**config.mk**
```make
export PLATFORM = sky130hd
export DESIGN_NAME = priority_claim_arbiter_with_ttl_flat
export DESIGN_NICKNAME = d
export VERILOG_FILES = /design/src/design/pca_pkg.sv /design/src/design/pca_req_if.sv /design/src/design/pca_rsp_if.sv /design/src/design/pca_ctrl.sv /design/src/design/pca_dpath.sv /design/src/design/priority_claim_arbiter_with_ttl.sv /design/src/flat_wrapper.sv
export SDC_FILE = /design/constraint.sdc
export NUM_CORES = 1
export LEC_CHECK = 0
export BUFFER_PORTS_ARGS = -buffer_cell sky130_fd_sc_hd__buf_2
export CAP_MARGIN = 20
export CORE_MARGIN = 2
export CORE_UTILIZATION = 55
export CTS_CLUSTER_SIZE = 14
export DETAILED_ROUTE_END_ITERATION = 6
export PLACE_DENSITY = 0.85
export REMOVE_ABC_BUFFERS = 1
export SYNTH_ARGS = -nofsm -noshare
export SYNTH_HDL_FRONTEND = slang
export SYNTH_SLANG_ARGS = --single-unit
```
**constraint.sdc**
```tcl
create_clock -name clk -period 5.5 [get_ports clk]
set_clock_uncertainty 0.2 [all_clocks]
set_input_delay 0.55 -clock clk [delete_from_list [all_inputs] [get_ports clk]]
set_output_delay 0.55 -clock clk [all_outputs]
set_load 0.01 [all_outputs]
```
**src/design/pca_pkg.sv**
```systemverilog
// ----------------------------------------------------------------------------
// pca_pkg
// Shared widths, codes, the priority table and the controller/datapath
// command and status bundles for the priority claim arbiter.
// ----------------------------------------------------------------------------
package pca_pkg;

  localparam int NUM_CLIENTS_DEF = 7;

  localparam int COMMAND_W = 2;
  localparam int CLIENT_W  = 3;
  localparam int SCENE_W   = 5;
  localparam int PARAM_W   = 7;
  localparam int PRIO_W    = 7;
  localparam int TTL_W     = 16;
  localparam int TIME_W    = 40;

  localparam logic [COMMAND_W-1:0] CMD_TICK    = 2'd0;
  localparam logic [COMMAND_W-1:0] CMD_REQUEST = 2'd1;
  localparam logic [COMMAND_W-1:0] CMD_RELEASE = 2'd2;

  localparam logic [PARAM_W-1:0] PARAM_MAX = 7'd100;

  localparam logic [SCENE_W-1:0] SCENE_OFF          = 5'd0;
  localparam logic [SCENE_W-1:0] SCENE_BOOT         = 5'd1;
  localparam logic [SCENE_W-1:0] SCENE_OTA_PROGRESS = 5'd11;
  localparam logic [SCENE_W-1:0] SCENE_OTA_APPLYING = 5'd12;
  localparam logic [SCENE_W-1:0] SCENE_ERROR        = 5'd13;

  localparam logic [CLIENT_W-1:0] CLIENT_SYSTEM   = 3'd0;
  localparam logic [CLIENT_W-1:0] CLIENT_NETWORK  = 3'd1;
  localparam logic [CLIENT_W-1:0] CLIENT_BT       = 3'd2;
  localparam logic [CLIENT_W-1:0] CLIENT_AI       = 3'd3;
  localparam logic [CLIENT_W-1:0] CLIENT_OTA      = 3'd4;
  localparam logic [CLIENT_W-1:0] CLIENT_NOTIFY   = 3'd5;
  localparam logic [CLIENT_W-1:0] CLIENT_SETTINGS = 3'd6;

  localparam logic [PRIO_W-1:0] PRIO_ERROR       = 7'd90;
  localparam logic [PRIO_W-1:0] PRIO_OTA         = 7'd100;
  localparam logic [PRIO_W-1:0] PRIO_SYSTEM_BOOT = 7'd50;
  localparam logic [PRIO_W-1:0] PRIO_SYSTEM      = 7'd10;
  localparam logic [PRIO_W-1:0] PRIO_AI          = 7'd80;
  localparam logic [PRIO_W-1:0] PRIO_NETWORK     = 7'd60;
  localparam logic [PRIO_W-1:0] PRIO_BT          = 7'd55;
  localparam logic [PRIO_W-1:0] PRIO_NOTIFY      = 7'd40;
  localparam logic [PRIO_W-1:0] PRIO_SETTINGS    = 7'd45;
  localparam logic [PRIO_W-1:0] PRIO_NONE        = 7'd0;

  typedef enum logic [1:0] {
    ST_IDLE,
    ST_SCAN,
    ST_LOAD
  } state_t;

  typedef struct packed {
    logic accept;
    logic scan_start;
    logic scan_step;
    logic out_load;
  } ctrl_cmd_t;

  typedef struct packed {
    logic is_tick;
    logic scan_last;
    logic out_busy;
  } dp_status_t;

  // Scene rules take precedence over the per-client table.
  function automatic logic [PRIO_W-1:0] prio_of(input logic [CLIENT_W-1:0] who,
                                                input logic [SCENE_W-1:0] scene);
    logic [PRIO_W-1:0] p;
    if (scene == SCENE_ERROR) begin
      p = PRIO_ERROR;
    end else if (scene == SCENE_OTA_PROGRESS || scene == SCENE_OTA_APPLYING) begin
      p = PRIO_OTA;
    end else begin
      case (who)
        CLIENT_OTA:      p = PRIO_OTA;
        CLIENT_SYSTEM:   p = (scene == SCENE_BOOT) ? PRIO_SYSTEM_BOOT : PRIO_SYSTEM;
        CLIENT_AI:       p = PRIO_AI;
        CLIENT_NETWORK:  p = PRIO_NETWORK;
        CLIENT_BT:       p = PRIO_BT;
        CLIENT_NOTIFY:   p = PRIO_NOTIFY;
        CLIENT_SETTINGS: p = PRIO_SETTINGS;
        default:         p = PRIO_NONE;
      endcase
    end
    return p;
  endfunction

endpackage

```
**src/design/pca_req_if.sv**
```systemverilog
// ----------------------------------------------------------------------------
// pca_req_if
// Command channel: valid/ready handshake with the command payload.
// ----------------------------------------------------------------------------
interface pca_req_if;
  logic                          valid;
  logic                          ready;
  logic [pca_pkg::COMMAND_W-1:0] command;
  logic [pca_pkg::CLIENT_W-1:0]  client;
  logic [pca_pkg::SCENE_W-1:0]   scene;
  logic [pca_pkg::PARAM_W-1:0]   param;
  logic [pca_pkg::TTL_W-1:0]     ttl_ms;
  logic [pca_pkg::TIME_W-1:0]    time_ms;

  modport source (output valid, command, client, scene, param, ttl_ms, time_ms,
                  input ready);
  modport sink (input valid, command, client, scene, param, ttl_ms, time_ms,
                output ready);
endinterface

```
**src/design/pca_rsp_if.sv**
```systemverilog
// ----------------------------------------------------------------------------
// pca_rsp_if
// Grant channel: valid/ready handshake with the grant payload.
// ----------------------------------------------------------------------------
interface pca_rsp_if;
  logic                         valid;
  logic                         ready;
  logic [pca_pkg::CLIENT_W-1:0] winner_client;
  logic [pca_pkg::SCENE_W-1:0]  granted_scene;
  logic [pca_pkg::PARAM_W-1:0]  granted_param;
  logic [pca_pkg::TIME_W-1:0]   anim_start_ms;
  logic                         grant_changed;

  modport source (output valid, winner_client, granted_scene, granted_param,
                  anim_start_ms, grant_changed, input ready);
  modport sink (input valid, winner_client, granted_scene, granted_param,
                anim_start_ms, grant_changed, output ready);
endinterface

```
**src/design/pca_ctrl.sv**
```systemverilog
// ----------------------------------------------------------------------------
// pca_ctrl
// Sequencer: takes a transaction, runs the slot scan for a tick and hands
// the grant to the output register.
// ----------------------------------------------------------------------------
module pca_ctrl (
  input  logic                clk,
  input  logic                rst,
  input  logic                req_valid,
  output logic                req_ready,
  input  pca_pkg::dp_status_t status,
  output pca_pkg::ctrl_cmd_t  cmd
);

  pca_pkg::state_t state, state_next;

  always_ff @(posedge clk) begin
    if (rst) begin
      state <= pca_pkg::ST_IDLE;
    end else begin
      state <= state_next;
    end
  end

  always_comb begin
    state_next     = state;
    req_ready      = 1'b0;
    cmd.accept     = 1'b0;
    cmd.scan_start = 1'b0;
    cmd.scan_step  = 1'b0;
    cmd.out_load   = 1'b0;
    case (state)
      pca_pkg::ST_IDLE: begin
        req_ready  = 1'b1;
        cmd.accept = req_valid;
        // requests and releases finish in the accept cycle
        if (req_valid && status.is_tick) begin
          cmd.scan_start = 1'b1;
          state_next     = pca_pkg::ST_SCAN;
        end
      end
      pca_pkg::ST_SCAN: begin
        cmd.scan_step = 1'b1;
        if (status.scan_last) begin
          state_next = pca_pkg::ST_LOAD;
        end
      end
      pca_pkg::ST_LOAD: begin
        // hold the grant until the output register frees up
        if (!status.out_busy) begin
          cmd.out_load = 1'b1;
          state_next   = pca_pkg::ST_IDLE;
        end
      end
      default: begin
        state_next = pca_pkg::ST_IDLE;
      end
    endcase
  end

endmodule

```
**src/design/pca_dpath.sv**
```systemverilog
// ----------------------------------------------------------------------------
// pca_dpath
// Claim slots, expiry check and priority compare for one slot a cycle,
// grant history and the output register.
// ----------------------------------------------------------------------------
module pca_dpath #(
  parameter int NUM_CLIENTS = pca_pkg::NUM_CLIENTS_DEF
) (
  input  logic                          clk,
  input  logic                          rst,
  input  logic                          cfg_we,
  input  logic                          cfg_wdata,
  input  pca_pkg::ctrl_cmd_t            cmd,
  output pca_pkg::dp_status_t           status,
  input  logic [pca_pkg::COMMAND_W-1:0] command,
  input  logic [pca_pkg::CLIENT_W-1:0]  client,
  input  logic [pca_pkg::SCENE_W-1:0]   scene,
  input  logic [pca_pkg::PARAM_W-1:0]   param,
  input  logic [pca_pkg::TTL_W-1:0]     ttl_ms,
  input  logic [pca_pkg::TIME_W-1:0]    time_ms,
  output logic                          rsp_valid,
  input  logic                          rsp_ready,
  output logic [pca_pkg::CLIENT_W-1:0]  winner_client,
  output logic [pca_pkg::SCENE_W-1:0]   granted_scene,
  output logic [pca_pkg::PARAM_W-1:0]   granted_param,
  output logic [pca_pkg::TIME_W-1:0]    anim_start_ms,
  output logic                          grant_changed
);

  localparam int IDX_W  = (NUM_CLIENTS > 1) ? $clog2(NUM_CLIENTS) : 1;
  localparam int TIME_W = pca_pkg::TIME_W;

  logic                         slot_active   [NUM_CLIENTS];
  logic [pca_pkg::SCENE_W-1:0]  slot_scene    [NUM_CLIENTS];
  logic [pca_pkg::PARAM_W-1:0]  slot_param    [NUM_CLIENTS];
  logic [pca_pkg::PRIO_W-1:0]   slot_priority [NUM_CLIENTS];
  logic [TIME_W-1:0]            slot_expiry   [NUM_CLIENTS];

  logic                         enable;
  logic [TIME_W-1:0]            now;
  logic [IDX_W-1:0]             idx;
  logic                         have;
  logic [IDX_W-1:0]             best;
  logic [pca_pkg::PRIO_W-1:0]   top_prio;
  logic [pca_pkg::CLIENT_W-1:0] prev_client;
  logic [pca_pkg::SCENE_W-1:0]  prev_scene;
  logic [TIME_W-1:0]            anim_start;

  logic                         client_ok;
  logic [IDX_W-1:0]             wr_idx;
  logic                         do_request;
  logic                         do_release;
  logic [TIME_W:0]              expiry_sum;
  logic [TIME_W-1:0]            expiry_new;
  logic                         expired;
  logic                         live;
  logic [pca_pkg::CLIENT_W-1:0] gw;
  logic [pca_pkg::SCENE_W-1:0]  gs;
  logic [pca_pkg::PARAM_W-1:0]  gp;
  logic                         changed;

  assign client_ok  = 32'(client) < NUM_CLIENTS;
  assign wr_idx     = IDX_W'(client);
  assign do_request = cmd.accept && client_ok && (command == pca_pkg::CMD_REQUEST);
  assign do_release = cmd.accept && client_ok && (command == pca_pkg::CMD_RELEASE);

  // saturate the expiry at the top of the time range
  assign expiry_sum = {1'b0, time_ms} + (TIME_W + 1)'(ttl_ms);
  always_comb begin
    if (ttl_ms == '0) begin
      expiry_new = '0;
    end else if (expiry_sum[TIME_W]) begin
      expiry_new = '1;
    end else begin
      expiry_new = expiry_sum[TIME_W-1:0];
    end
  end

  // one slot per scan cycle: drop it if expired, else compare its priority
  assign expired = slot_active[idx] && (slot_expiry[idx] != '0) && (now >= slot_expiry[idx]);
  assign live    = slot_active[idx] && !expired;

  assign status.is_tick   = (command == pca_pkg::CMD_TICK);
  assign status.scan_last = (idx == IDX_W'(NUM_CLIENTS - 1));
  assign status.out_busy  = rsp_valid && !rsp_ready;

  always_ff @(posedge clk) begin
    if (rst) begin
      for (int i = 0; i < NUM_CLIENTS; i++) begin
        slot_active[i] <= 1'b0;
      end
    end else if (do_request) begin
      slot_active[wr_idx] <= 1'b1;
    end else if (do_release) begin
      slot_active[wr_idx] <= 1'b0;
    end else if (cmd.scan_step && expired) begin
      slot_active[idx] <= 1'b0;
    end
  end

  always_ff @(posedge clk) begin
    if (do_request) begin
      slot_scene[wr_idx]    <= scene;
      slot_param[wr_idx]    <= (param > pca_pkg::PARAM_MAX) ? pca_pkg::PARAM_MAX : param;
      slot_priority[wr_idx] <= pca_pkg::prio_of(client, scene);
      slot_expiry[wr_idx]   <= expiry_new;
    end
  end

  always_ff @(posedge clk) begin
    if (rst) begin
      enable <= 1'b1;
    end else if (cfg_we) begin
      enable <= cfg_wdata;
    end
  end

  always_ff @(posedge clk) begin
    if (cmd.scan_start) begin
      now <= time_ms;
    end
  end

  always_ff @(posedge clk) begin
    if (rst) begin
      idx  <= '0;
      have <= 1'b0;
    end else if (cmd.scan_start) begin
      idx  <= '0;
      have <= 1'b0;
    end else if (cmd.scan_step) begin
      if (!status.scan_last) begin
        idx <= idx + IDX_W'(1);
      end
      // ties go to the higher index
      if (live && (!have || slot_priority[idx] >= top_prio)) begin
        have <= 1'b1;
      end
    end
  end

  always_ff @(posedge clk) begin
    if (cmd.scan_step && live && (!have || slot_priority[idx] >= top_prio)) begin
      best     <= idx;
      top_prio <= slot_priority[idx];
    end
  end

  always_comb begin
    gw = pca_pkg::CLIENT_SYSTEM;
    gs = pca_pkg::SCENE_OFF;
    gp = '0;
    if (enable && have) begin
      gw = pca_pkg::CLIENT_W'(best);
      gs = slot_scene[best];
      gp = slot_param[best];
    end
  end

  assign changed = (gw != prev_client) || (gs != prev_scene);

  always_ff @(posedge clk) begin
    if (rst) begin
      prev_client <= pca_pkg::CLIENT_SYSTEM;
      prev_scene  <= pca_pkg::SCENE_OFF;
      anim_start  <= '0;
    end else if (cmd.out_load && changed) begin
      prev_client <= gw;
      prev_scene  <= gs;
      anim_start  <= now;
    end
  end

  always_ff @(posedge clk) begin
    if (rst) begin
      rsp_valid <= 1'b0;
    end else if (cmd.out_load) begin
      rsp_valid <= 1'b1;
    end else if (rsp_ready) begin
      rsp_valid <= 1'b0;
    end
  end

  always_ff @(posedge clk) begin
    if (cmd.out_load) begin
      winner_client <= gw;
      granted_scene <= gs;
      granted_param <= gp;
      anim_start_ms <= changed ? now : anim_start;
      grant_changed <= changed;
    end
  end

endmodule

```
**src/design/priority_claim_arbiter_with_ttl.sv**
```systemverilog
// ----------------------------------------------------------------------------
// priority_claim_arbiter_with_ttl
// Per-client claim slots with expiry; while enabled, a tick grants the highest-priority
// live claim and reports the winner, scene, param and animation start time.
// ----------------------------------------------------------------------------
// A request or release transaction is applied in its accept cycle. A tick is
// taken in the accept state, then a single expiry-compare and
// priority-compare unit walks the slots in turn in the scan state, then the
// load state puts the grant into the output register. The grant register
// holds a finished grant while the block takes the next transaction; a
// following tick waits in its load state only if the previous grant has not
// yet been taken. The enable register comes out of reset set and may be
// written whenever no tick is in flight.
module priority_claim_arbiter_with_ttl #(
  parameter int NUM_CLIENTS = pca_pkg::NUM_CLIENTS_DEF
) (
  input  logic      clk,
  input  logic      rst,
  input  logic      cfg_we,
  input  logic      cfg_wdata,
  pca_req_if.sink   req,
  pca_rsp_if.source rsp
);

  pca_pkg::ctrl_cmd_t  cmd;
  pca_pkg::dp_status_t status;

  pca_ctrl u_ctrl (
    .clk       (clk),
    .rst       (rst),
    .req_valid (req.valid),
    .req_ready (req.ready),
    .status    (status),
    .cmd       (cmd)
  );

  pca_dpath #(
    .NUM_CLIENTS (NUM_CLIENTS)
  ) u_dpath (
    .clk           (clk),
    .rst           (rst),
    .cfg_we        (cfg_we),
    .cfg_wdata     (cfg_wdata),
    .cmd           (cmd),
    .status        (status),
    .command       (req.command),
    .client        (req.client),
    .scene         (req.scene),
    .param         (req.param),
    .ttl_ms        (req.ttl_ms),
    .time_ms       (req.time_ms),
    .rsp_valid     (rsp.valid),
    .rsp_ready     (rsp.ready),
    .winner_client (rsp.winner_client),
    .granted_scene (rsp.granted_scene),
    .granted_param (rsp.granted_param),
    .anim_start_ms (rsp.anim_start_ms),
    .grant_changed (rsp.grant_changed)
  );

  // no transaction is taken while the slots are being walked
  a_no_accept_in_scan: assert property (@(posedge clk) disable iff (rst)
    cmd.scan_step |-> !req.ready)
    else $error("transaction accepted during slot scan");

  a_tick_starts_scan: assert property (@(posedge clk) disable iff (rst)
    cmd.scan_start |=> cmd.scan_step)
    else $error("tick accepted but scan did not start");

  a_load_into_free_reg: assert property (@(posedge clk) disable iff (rst)
    cmd.out_load |-> !(rsp.valid && !rsp.ready))
    else $error("grant loaded over an untaken grant");

  a_load_shows_grant: assert property (@(posedge clk) disable iff (rst)
    cmd.out_load |=> rsp.valid)
    else $error("loaded grant not presented");

endmodule

```
**src/flat_wrapper.sv**
```systemverilog
// flat-port wrapper written by rule: the top's interface ports become plain ports
module priority_claim_arbiter_with_ttl_flat 
#(
  parameter int NUM_CLIENTS = pca_pkg::NUM_CLIENTS_DEF
)
  (clk, rst, cfg_we, cfg_wdata, req_valid, req_command, req_client, req_scene, req_param, req_ttl_ms, req_time_ms, req_ready, rsp_valid, rsp_winner_client, rsp_granted_scene, rsp_granted_param, rsp_anim_start_ms, rsp_grant_changed, rsp_ready);
  pca_req_if req_i ();
  pca_rsp_if rsp_i ();
  input  logic clk;
  input  logic rst;
  input  logic cfg_we;
  input  logic cfg_wdata;
  input wire logic [$bits(req_i.valid)-1:0] req_valid;
  input wire logic [$bits(req_i.command)-1:0] req_command;
  input wire logic [$bits(req_i.client)-1:0] req_client;
  input wire logic [$bits(req_i.scene)-1:0] req_scene;
  input wire logic [$bits(req_i.param)-1:0] req_param;
  input wire logic [$bits(req_i.ttl_ms)-1:0] req_ttl_ms;
  input wire logic [$bits(req_i.time_ms)-1:0] req_time_ms;
  output wire logic [$bits(req_i.ready)-1:0] req_ready;
  output wire logic [$bits(rsp_i.valid)-1:0] rsp_valid;
  output wire logic [$bits(rsp_i.winner_client)-1:0] rsp_winner_client;
  output wire logic [$bits(rsp_i.granted_scene)-1:0] rsp_granted_scene;
  output wire logic [$bits(rsp_i.granted_param)-1:0] rsp_granted_param;
  output wire logic [$bits(rsp_i.anim_start_ms)-1:0] rsp_anim_start_ms;
  output wire logic [$bits(rsp_i.grant_changed)-1:0] rsp_grant_changed;
  input wire logic [$bits(rsp_i.ready)-1:0] rsp_ready;
  assign req_i.valid = req_valid;
  assign req_i.command = req_command;
  assign req_i.client = req_client;
  assign req_i.scene = req_scene;
  assign req_i.param = req_param;
  assign req_i.ttl_ms = req_ttl_ms;
  assign req_i.time_ms = req_time_ms;
  assign req_ready = req_i.ready;
  assign rsp_valid = rsp_i.valid;
  assign rsp_winner_client = rsp_i.winner_client;
  assign rsp_granted_scene = rsp_i.granted_scene;
  assign rsp_granted_param = rsp_i.granted_param;
  assign rsp_anim_start_ms = rsp_i.anim_start_ms;
  assign rsp_grant_changed = rsp_i.grant_changed;
  assign rsp_i.ready = rsp_ready;
  priority_claim_arbiter_with_ttl #(.NUM_CLIENTS(NUM_CLIENTS)) u_core (.clk(clk), .rst(rst), .cfg_we(cfg_we), .cfg_wdata(cfg_wdata), .req(req_i), .rsp(rsp_i));
endmodule
```
## Word level (Yosys, flattened, before mapping)

Memory sizes are Yosys's and may differ from the RTL's. A register that Yosys moved wholly into a read port is not among the register bits.
Cells that the tools add are included.

| storage, ports and cells | value |
|---|---|
| register bits after elaboration | 155 |
| memory bits (writable) | 420 |
| input port bits | 79 |
| output and inout port bits | 58 |
| word-level logic and storage cells | 133 |
| memories | 5 |

Memory list:

| memory | words | width | read ports | clocked after memory_dff | write ports | line | RTL |
|---|---|---|---|---|---|---|---|
| u_core.u_dpath.slot_expiry | 7 | 40 | 1 | 1 | 1 | pca_dpath.sv:37 | `logic [TIME_W-1:0] slot_expiry [NUM_CLIENTS];` |
| u_core.u_dpath.slot_param | 7 | 7 | 1 | 1 | 1 | pca_dpath.sv:35 | `logic [pca_pkg::PARAM_W-1:0] slot_param [NUM_CLIENTS];` |
| u_core.u_dpath.slot_priority | 7 | 7 | 1 | 1 | 1 | pca_dpath.sv:36 | `logic [pca_pkg::PRIO_W-1:0] slot_priority [NUM_CLIENTS];` |
| u_core.u_dpath.slot_scene | 7 | 5 | 1 | 1 | 1 | pca_dpath.sv:34 | `logic [pca_pkg::SCENE_W-1:0] slot_scene [NUM_CLIENTS];` |
| u_core.u_dpath.slot_active | 7 | 1 | 1 | 1 | 7 | pca_dpath.sv:33 | `logic slot_active [NUM_CLIENTS];` |

| cells by class | value |
|---|---|
| add/subtract/negate cells | 2 |
| $lt $le $gt $ge | 4 |
| equal/unequal tests | 20 |
| multiplexer cells | 52 |
| bitwise gates (word level) | 2 |
| reductions and logical operators | 33 |

Operator list:

| cell | count |
|---|---|
| $mux W40 | 3 |
| $pmux W7 S7 | 1 |
| $add A40 B16 Y41 | 1 |
| $ge A40 B40 Y1 | 1 |
| $reduce_bool A40 Y1 | 1 |
| $mux W3 | 10 |
| $mux W7 | 4 |
| $mux W1 | 27 |
| $logic_not A16 Y1 | 1 |
| $eq A5 B4 Y1 const B | 3 |
| $logic_and A1 B1 Y1 | 14 |
| $eq A3 B3 Y1 const B | 4 |
| $mux W2 | 4 |
| $ge A7 B7 Y1 | 1 |
| $gt A7 B7 Y1 const B | 1 |
| $eq A3 B2 Y1 const B | 2 |
| $mux W6 | 1 |
| $pmux W2 S3 | 1 |
| $eq A5 B1 Y1 const B | 1 |
| $mux W5 | 1 |
| $ne A5 B5 Y1 | 1 |
| $eq A2 B1 Y1 const B | 2 |
| $eq A2 B2 Y1 const B | 2 |
| $logic_not A1 Y1 | 4 |
| 16 further kinds | 22 |

## Depth between registers and ports, before layout

Gate-level depths: netlist (run 1).

| depth | value |
|---|---|
| word-level depth | 14 |
| mapped depth | 20 |
| depth with buffers taken out | 14 |

## Hierarchy

Synthesis (run 1) repeated with hierarchy kept, for this count alone.

| unflattened totals | value |
|---|---|
| cells, all modules | 1652 |
| area total of the unflattened synthesis | 25374.3 sq um |

Modules (own cells, without submodules):

| module | times used | cells each | area each (sq um) | sequential area each (sq um) |
|---|---|---|---|---|
| pca_dpath | 1 | 1638 | 25250.5 | 17016.3 |
| pca_ctrl | 1 | 14 | 123.9 | 40.0 |

## Least setup slack after synthesis (run 1)

No wires, ideal clock.

| path | value |
|---|---|
| path type | register to register |
| start | register u_core.u_ctrl.state[1] |
| end | memory u_core.u_dpath.slot_expiry[0][0], enable pin |
| library setup time | 548 ps |
| data arrival time | 5264 ps |
| required time | 4752 ps |
| path slack | -513 ps |
| cell stages (with the launch flop) | 7 |
| path buffers | 0 |
| period minus slack after synthesis | 6013 ps |
| cell sequence | dfxtp_1 nor2_1 nand2_1 a31oi_1 nand3b_1 or2_2 nor3_1 |

| between the ends | value |
|---|---|
| word-level cells in the longest chain between the ends | 6 |

RTL lines:

| what | line | RTL |
|---|---|---|
| from (decl) | pca_ctrl.sv:15 | `pca_pkg::state_t state, state_next;` |
| from (signal assigned) | pca_ctrl.sv:19 | `state <= pca_pkg::ST_IDLE;` |
| from (signal assigned) | pca_ctrl.sv:21 | `state <= state_next;` |
| $logic_not A2 Y1 | pca_ctrl.sv:32 | `case (state)` |
| $mux W2 | pca_ctrl.sv:32 |  |
| $logic_and A1 B1 Y1 (2 in a row) | pca_dpath.sv:64 | `assign do_request = cmd.accept && client_ok && (command == pca_pkg::CMD_REQUEST);` |
| $mux W1 | pca_dpath.sv:102 | `if (do_request) begin` |
| $mux W1 (not written as such) | pca_dpath.sv:106 | `slot_expiry[wr_idx] <= expiry_new;` |
| to (decl) | pca_dpath.sv:37 |  |

No other way between the ends.

==> results of run 1 <==
[power by group]
| group | switching (W) | internal (W) |
|---|---|---|
| clock network | 0.00170 | 0.00237 |
| registers | 0.0000373 | 0.00496 |
| logic | 0.000400 | 0.000236 |
[path summary, 6_finish.rpt]
path / startpoint / end / slack (ns)
min reg2reg: u_core.u_dpath.anim_start[22]$_SDFFE_PP0P_ / u_core.u_dpath.anim_start[22]$_SDFFE_PP0P_ / 0.29
max: register / u_core.u_dpath.best[1]$_DFFE_PP_ / 0.27
max reg2reg: register / u_core.u_dpath.best[1]$_DFFE_PP_ / 0.27
min: req_time_ms[24] / u_core.u_dpath.now[24]$_DFFE_PP_ / 0.02
[placed cells by master (no fill, tap or decap), types with 7 or more instances in the layout]
cell             n
o211ai_1         7
nor4_1          10
xor2_1          22
mux2i_1        142
a211oi_1        10
edfxtp_1       526
a31oi_1          7
inv_1           33
nor3_1          24
nand4_1         13
and3_1          15
mux4_2          51
and2_1           7
nor2_1          94
clkbuf_16       58
or4_1            7
buf_4           34
clkinv_2        12
o31ai_1          8
nor2b_1         14
bufinv_16        7
nand3_1         17
a2bb2oi_1       13
nand2b_1        19
buf_2          137
dlygate4sd3_1   39
dfxtp_1         60
a21oi_1         77
mux2_2          54
ha_1            65
o22ai_1          8
o21ai_0         70
xnor2_1         16
clkbuf_1        19
a21o_1          20
nand2_1         79
[flip-flops by register name, indices dropped and copies added, names as in the netlist, named ones only]
| name | cells |
|---|---|
| u_core.u_dpath.enable | 1 |
| u_core.u_dpath.grant_changed | 1 |
| u_core.u_dpath.slot_expiry | 280 |
| u_core.u_dpath.now | 40 |
| u_core.u_dpath.idx | 3 |
| u_core.u_dpath.prev_client | 3 |
| u_core.u_dpath.winner_client | 3 |
| u_core.u_dpath.have | 1 |
| u_core.u_ctrl.state | 2 |
| u_core.u_dpath.slot_active | 8 |
| u_core.u_dpath.top_prio | 7 |
| u_core.u_dpath.rsp_valid | 1 |
| u_core.u_dpath.prev_scene | 5 |
| u_core.u_dpath.slot_param | 49 |
| u_core.u_dpath.slot_scene | 35 |
| u_core.u_dpath.anim_start | 40 |
| u_core.u_dpath.best | 3 |
| u_core.u_dpath.granted_param | 7 |
| u_core.u_dpath.granted_scene | 5 |
| u_core.u_dpath.slot_priority | 49 |
| u_core.u_dpath.anim_start_ms | 40 |
[cells by family after synthesis]
logic type | count (synthesis) | share of synthesized area [%]
xor gates and xnor gates | 38 | 1.316
and+or+nand+nor | 328 | 6.300
muxes | 253 | 12.88
AOI/OAI and AO/OA | 272 | 6.824
adders and majority gates | 66 | 3.296
buffers and inverters | 111 | 1.920
DFF | 589 | 67.46
[layer usage]
layer / vias up / wire [microns]
li1: 6850 / -
met1: 7889 / 23970
met2: 953 / 31510
met3: 161 / 5607
met4: 0 / 2567
met5: - / 0
[cell type report]
type                            count  area (sq um)
Fill cell                        3001         16200
Clock inverter                     27         366.6
Clock buffer                       83          1605
Inverter                           34         127.6
Timing Repair Buffer              216          1459
Multi-Input combinational cell    957          7809
Tap cell                          600         750.7
Sequential cell                   589         17070
Antenna cell                        1         2.502
[synthesized netlist by cell type, types with 7 or more instances]
cell type    n  share of area (%)
edfxtp_1   526                 62
mux2i_1    142                5.6
nor2_1      99                1.5
nand2_1     79                1.2
a21oi_1     77                1.5
o21ai_0     70                1.4
ha_1        65                3.2
dfxtp_1     63                5.0
mux2_2      54                2.4
mux4_2      51                4.5
clkbuf_1    45               0.67
inv_1       33               0.49
nor3_1      28               0.55
xor2_1      22               0.76
a21o_1      20               0.59
nand2b_1    20               0.49
buf_2       19               0.38
nand3_1     17               0.34
xnor2_1     16               0.55
and3_1      15               0.37
nor2b_1     15               0.37
a2bb2oi_1   13               0.45
nand4_1     13               0.32
a211oi_1    10               0.30
nor4_1      10               0.25
o22ai_1      8               0.20
o31ai_1      8               0.24
a31oi_1      7               0.17
and2_1       7               0.17
buf_1        7               0.10
o211ai_1     7               0.21
or4_1        7               0.21
[worst max-delay path, delay by kind of cell, from the launching register on]
kind	cells	cell delay (ns)
fa+ha+maj	1	0.33
simple gates	3	0.59
compound gates	8	2.17
flops	1	0.84
buf+inv	3	0.72
[stage by stage]
stage	setup slack [ns]	util [%]	total power, W	cell area [sq um]
after CTS	0.2016	64.25	0.009716	29160
after floorplan	-1.943	-	0.005445	24930
after global routing	0.09828	64.31	0.009977	29190
after detailed placement	0.2967	59.05	0.005675	26800
after global placement	0.3236	58.94	0.005648	26750
final	0.2742	64.31	0.009705	29190
[repair_timing]
| item | in CTS | in global routing |
|---|---|---|
| endpoints found under the hold margin | 56 | 0 |
| hold buffers | 39 | 0 |
| buffers inserted | 0 | 1 |
| endpoints found under the setup margin | 0 | 18 |
==> qor.yml, run 1 <==
route:
  wl_per_cell_microns: 25.39
  drt-initial-drc-count: 1954
  vias: 15853
  antenna_left: 0
  viasPerCell: 6.323
  drtPass1Iterations: 6
  drc: 0
  finalWirelength_microns: 63650
sta:
  maxSlewHeadroom_pct: 28.35
  worst_pin_slew_ns: 1.075
  report.final.slew_viol_count: 0
  rsz0062_at_grt: "false"
  setup_viol: 0
  max_freq_ghz: 0.1914
  tns_ns: 0
  hold_viol: 0
  post-route-period-util_pct: 95.01
  fin_hold_ws_ns: 0.01812
  min_period_ns: 5.226
clocking:
  cts.sinks: 589
  clkLatencyLatePin_ns: 0.63
  clk_pin_slew_worst_paths_ns: 0.06
  cts_buffer_depth: 3
  numCtsBuffers: 58
  cts_tree: "yes"
  h-tree-depth: 2
  cts_resized: 0
  cts_root_buf: "clkbuf_16"
grt:
  antenna_found_initial: 2
  use_met2_pct: 44.99
  track_usage_pct: 26.85
  grt_pass1_wl_microns: 95870
  grt_util_met3_pct: 4.412
  grt_pass1_vias: 16104
  grt_overflow: 0
  grt_use_met1_pct: 34.88
  globalRoute.busiestLayer: "met2"
  grt_max_degree: 62
setup_path:
  max_stage_delay_ns: 0.84
  path_class: "register to register"
  critical_path.slowest_cell: "dfxtp_4"
  critPathLaunchType: "register"
  worstPathCellList: "buf_4 -> nand2_1 -> o21ai_0 -> a21oi_1 -> ha_1 -> a21oi_1 -> o21ai_0 -> or3_1 -> a31oi_1 -> o311ai_0 -> buf_4 -> a221oi_1 -> nor2_2 -> a311o_4 -> inv_2"
  critPathMaxFanout: 57
  crit_path_end_kind: "register"
  rr_worst_depth: 15
  worstPathRequired_ns: 5.61
  arrival_ns: 5.34
place:
  hpwl_microns: 40020
  gp_congestion: 0.9000
  dp_cells: 2355
  portBuffers: 136
worst_hold_path:
  hp-class: "primary input to register"
  min_path_cells: 1
finish:
  final_cell_count_no_fill: 2507
  fin_nets: 2001
  drive_gt1_share_pct: 21.04
  syn_to_final_growth_pct: 15.44
synthesis:
  syn_inst: 1657
  synth_area_per_cell_sq_um: 15.26
  async_reset_ff_share_pct: 0
  synth.ff_latch_count: 589
  ys_warn_count: 0
  synth_edf_count: 526
  synth_ff_type: "edfxtp_1"
  yosysUniqueCellTypes: 66
  synth_area_sq_um: 25280
  ys_seq_area_share_pct: 67.46
floorplan:
  die_y_microns: 218.4
  die_w_microns: 218.4
  io_pins: 137
  core-area_sq_um: 45380
  die_area_sq_um: 47700
  rows: 78
  start_util_pct: 55.71
power:
  leakagePower_nw: 10.57
  vdd_drop_max_uv: 304.4
  power_density_nw_per_um2: 332.5
job:
  max_cap_violations: 0
run_status:
  status: "completed"
Note: power is estimated with default switching activity, not from simulation.
==> run 2: changes to the inputs <==
--- a/config.mk
+++ b/config.mk
@@ -8,10 +8,11 @@
 export BUFFER_PORTS_ARGS = -buffer_cell sky130_fd_sc_hd__buf_2
 export CAP_MARGIN = 20
 export CORE_MARGIN = 2
-export CORE_UTILIZATION = 55
+export CORE_UTILIZATION = 61
+export CTS_BUF_LIST = sky130_fd_sc_hd__clkbuf_4 sky130_fd_sc_hd__clkbuf_8
 export CTS_CLUSTER_SIZE = 14
 export DETAILED_ROUTE_END_ITERATION = 6
-export PLACE_DENSITY = 0.85
+export PLACE_DENSITY = 0.89
 export REMOVE_ABC_BUFFERS = 1
 export SYNTH_ARGS = -nofsm -noshare
 export SYNTH_HDL_FRONTEND = slang
==> constraint.sdc (replaced) <==
create_clock -name clk -period 5.6 [get_ports clk]
set_clock_uncertainty 0.2 [all_clocks]
set_input_delay 0.56 -clock clk [delete_from_list [all_inputs] [get_ports clk]]
set_output_delay 0.56 -clock clk [all_outputs]
set_load 0.01 [all_outputs]
==> run 2 against run 1 <==
First-iteration DRC count is 42% higher. Largest power group unchanged. Via count is 6.3% higher. Maximum frequency fell by 3.1%.
==> qor.yml, run 2 (synthesis gave the netlist of run 1 again) <==
run_status:
  status: "completed"
sta:
  maxSlewHeadroom_pct: 23.29
  hold_viol: 0
  rsz0062_at_grt: "false"
  report.final.slew_viol_count: 0
  tns_ns: 0
  fin_hold_ws_ns: 0.03264
  max_freq_ghz: 0.1855
  min_period_ns: 5.390
  setup_viol: 0
  post-route-period-util_pct: 96.26
  worst_pin_slew_ns: 1.148
finish:
  top_regs: "u_core.u_dpath.slot_expiry: 280 flops, u_core.u_dpath.slot_param: 49 flops, u_core.u_dpath.slot_priority: 49 flops"
  mostFrequentLayoutCells: "edfxtp_1, mux2i_1, buf_2"
  fin_util_pct: 71.28
  final_common_cell: "edfxtp_1"
  largest_reg_flops: 280
  multiInputGateArea_sq_um: 7809
  final_cell_count_no_fill: 2503
  nFillCells: 2328
  regMostFlops: "u_core.u_dpath.slot_expiry"
  postLayoutCellArea_sq_um: 29110
  syn_to_final_growth_pct: 15.12
  seqCellArea_sq_um: 17060
  drive_gt1_share_pct: 23.30
  fin_nets: 2040
job:
  max_cap_violations: 0
floorplan:
  start_util_pct: 61.92
  die_area_sq_um: 43090
  core-area_sq_um: 40830
  rows: 74
  die_w_microns: 207.6
  die_y_microns: 207.6
  io_pins: 137
setup_path:
  reg2reg_slack_ns: 0.21
  arrival_ns: 5.56
  worstPathRequired_ns: 5.77
  rr_worst_depth: 14
  path_class: "register to register"
  critPathMaxFanout: 33
  crit_path_end_kind: "register"
  r2r_end: "u_core.u_dpath.best[1]$_DFFE_PP_"
  critPathLaunchType: "register"
place:
  dpl-instance-area_sq_um: 26700
  portBuffers: 136
  hpwl_microns: 40930
  gp_congestion: 0.9666
  dp_cells: 2285
route:
  drc: 0
  drtPass1Iterations: 6
  viasPerCell: 6.730
  vias: 16844
  antenna_left: 0
  finalWirelength_microns: 68770
  drt-initial-drc-count: 2775
  wl_per_cell_microns: 27.48
clocking:
  cts_tree: "yes"
  cts_buffer_depth: 3
  numCtsBuffers: 90
  h-tree-depth: 3
  cts_resized: 0
  clkLatencyLatePin_ns: 0.70
  clk_pin_slew_worst_paths_ns: 0.07
  cts.sinks: 589
  cts_root_buf: "clkbuf_8"
worst_hold_path:
  hp-class: "primary input to register"
  min_path_cells: 3
  hold_start: "rsp_ready"
  worstHoldEndpoint: "u_core.u_dpath.rsp_valid$_SDFFE_PP0P_"
grt:
  grt_overflow: 0
  grt_pass1_vias: 17209
  antenna_found_initial: 2
  grt_max_degree: 55
  track_usage_pct: 31.47
  grt_pass1_wl_microns: 101800
power:
  vdd_drop_max_uv: 187.6
  power_density_nw_per_um2: 319.7
  leakagePower_nw: 10.63
-- run 2: cell count changes in the layout (fill, tap and decap cells not counted), moves of 2 or more --
cell,delta
clkbuf_8,+101
clkbuf_16,-58
clkbuf_4,+20
clkbuf_1,-19
clkinv_1,+15
dlygate4sd3_1,+10
bufinv_16,-5
clkinvlp_4,+4
buf_4,-3
buf_12,+2
clkinv_4,-2
-- run 2: what timing repair did --
| item | 4_1_cts | 5_1_grt |
|---|---|---|
| hold buffers | 49 | 0 |
| endpoints found under the setup margin | 0 | 10 |
| hold endpoints to repair | 90 | 0 |
| buffers inserted | 0 | 1 |
-- run 2: through the flow --
stage               setup slack [ns]  power [W]
global placement              0.5439   0.005542
detailed placement            0.4371   0.005575
finish                        0.2097   0.009305
floorplan                     -1.843   0.005348
CTS                           0.2470   0.009215
global route                 0.08192   0.009517
-- run 2: how the worst max path moves through the flow --
stage | startpoint | to | slack (ns)
after CTS | register | u_core.u_dpath.slot_active[2]$_SDFFCE_PN0P_ | 0.25
after global placement | register | u_core.u_dpath.slot_active[2]$_SDFFCE_PN0P_ | 0.54
after floorplan | register | u_core.u_dpath.slot_active[2]$_SDFFCE_PN0P_ | -1.84
final | register | u_core.u_dpath.best[1]$_DFFE_PP_ | 0.21
after global routing | register | u_core.u_dpath.top_prio[3]$_DFFE_PP_ | 0.08
after detailed placement | register | u_core.u_dpath.slot_active[2]$_SDFFCE_PN0P_ | 0.44
-- run 2: final cells by class --
class                   instances  share of cell area (%)
well taps                     532                   2.287
clock inverters                40                  0.9329
flip-flops and latches        589                   58.62
inverters                      34                  0.4385
repair buffers                223                   5.305
multi-input cells             957                   26.83
diodes                          1                0.008598
clock buffers                 127                   5.576
-- run 2: where the power goes --
part           internal, W  leakage, nW  switching [W]
logic             0.000239         4.34       0.000417
clock network      0.00198        0.992        0.00176
registers          0.00487         5.29      0.0000372
total              0.00709         10.6        0.00221
-- run 2: metal layers --
| layer | global-route usage [%] | routed length [microns] | vias up |
|---|---|---|---|
| li1 | - | - | 6926 |
| met1 | 38.69 | 23360 | 8105 |
| met2 | 50.45 | 32570 | 1451 |
| met3 | 8.124 | 8537 | 360 |
| met4 | 18.87 | 4233 | 2 |
| met5 | 1.112 | 70 | - |
-- run 2: worst max-delay path: stages, from the launching register on --
cell       delay, ns
dfxtp_2         0.86
nor2b_1         0.29
buf_4           0.33
a2bb2oi_1       0.18
o21ai_0         0.12
ha_1            0.30
a21oi_1         0.14
o21ai_0         0.18
or3_1           0.40
a31oi_1         0.32
o311ai_0        0.27
a221oi_1        0.73
nor2_2          0.10
a311o_4         0.39
inv_2           0.20
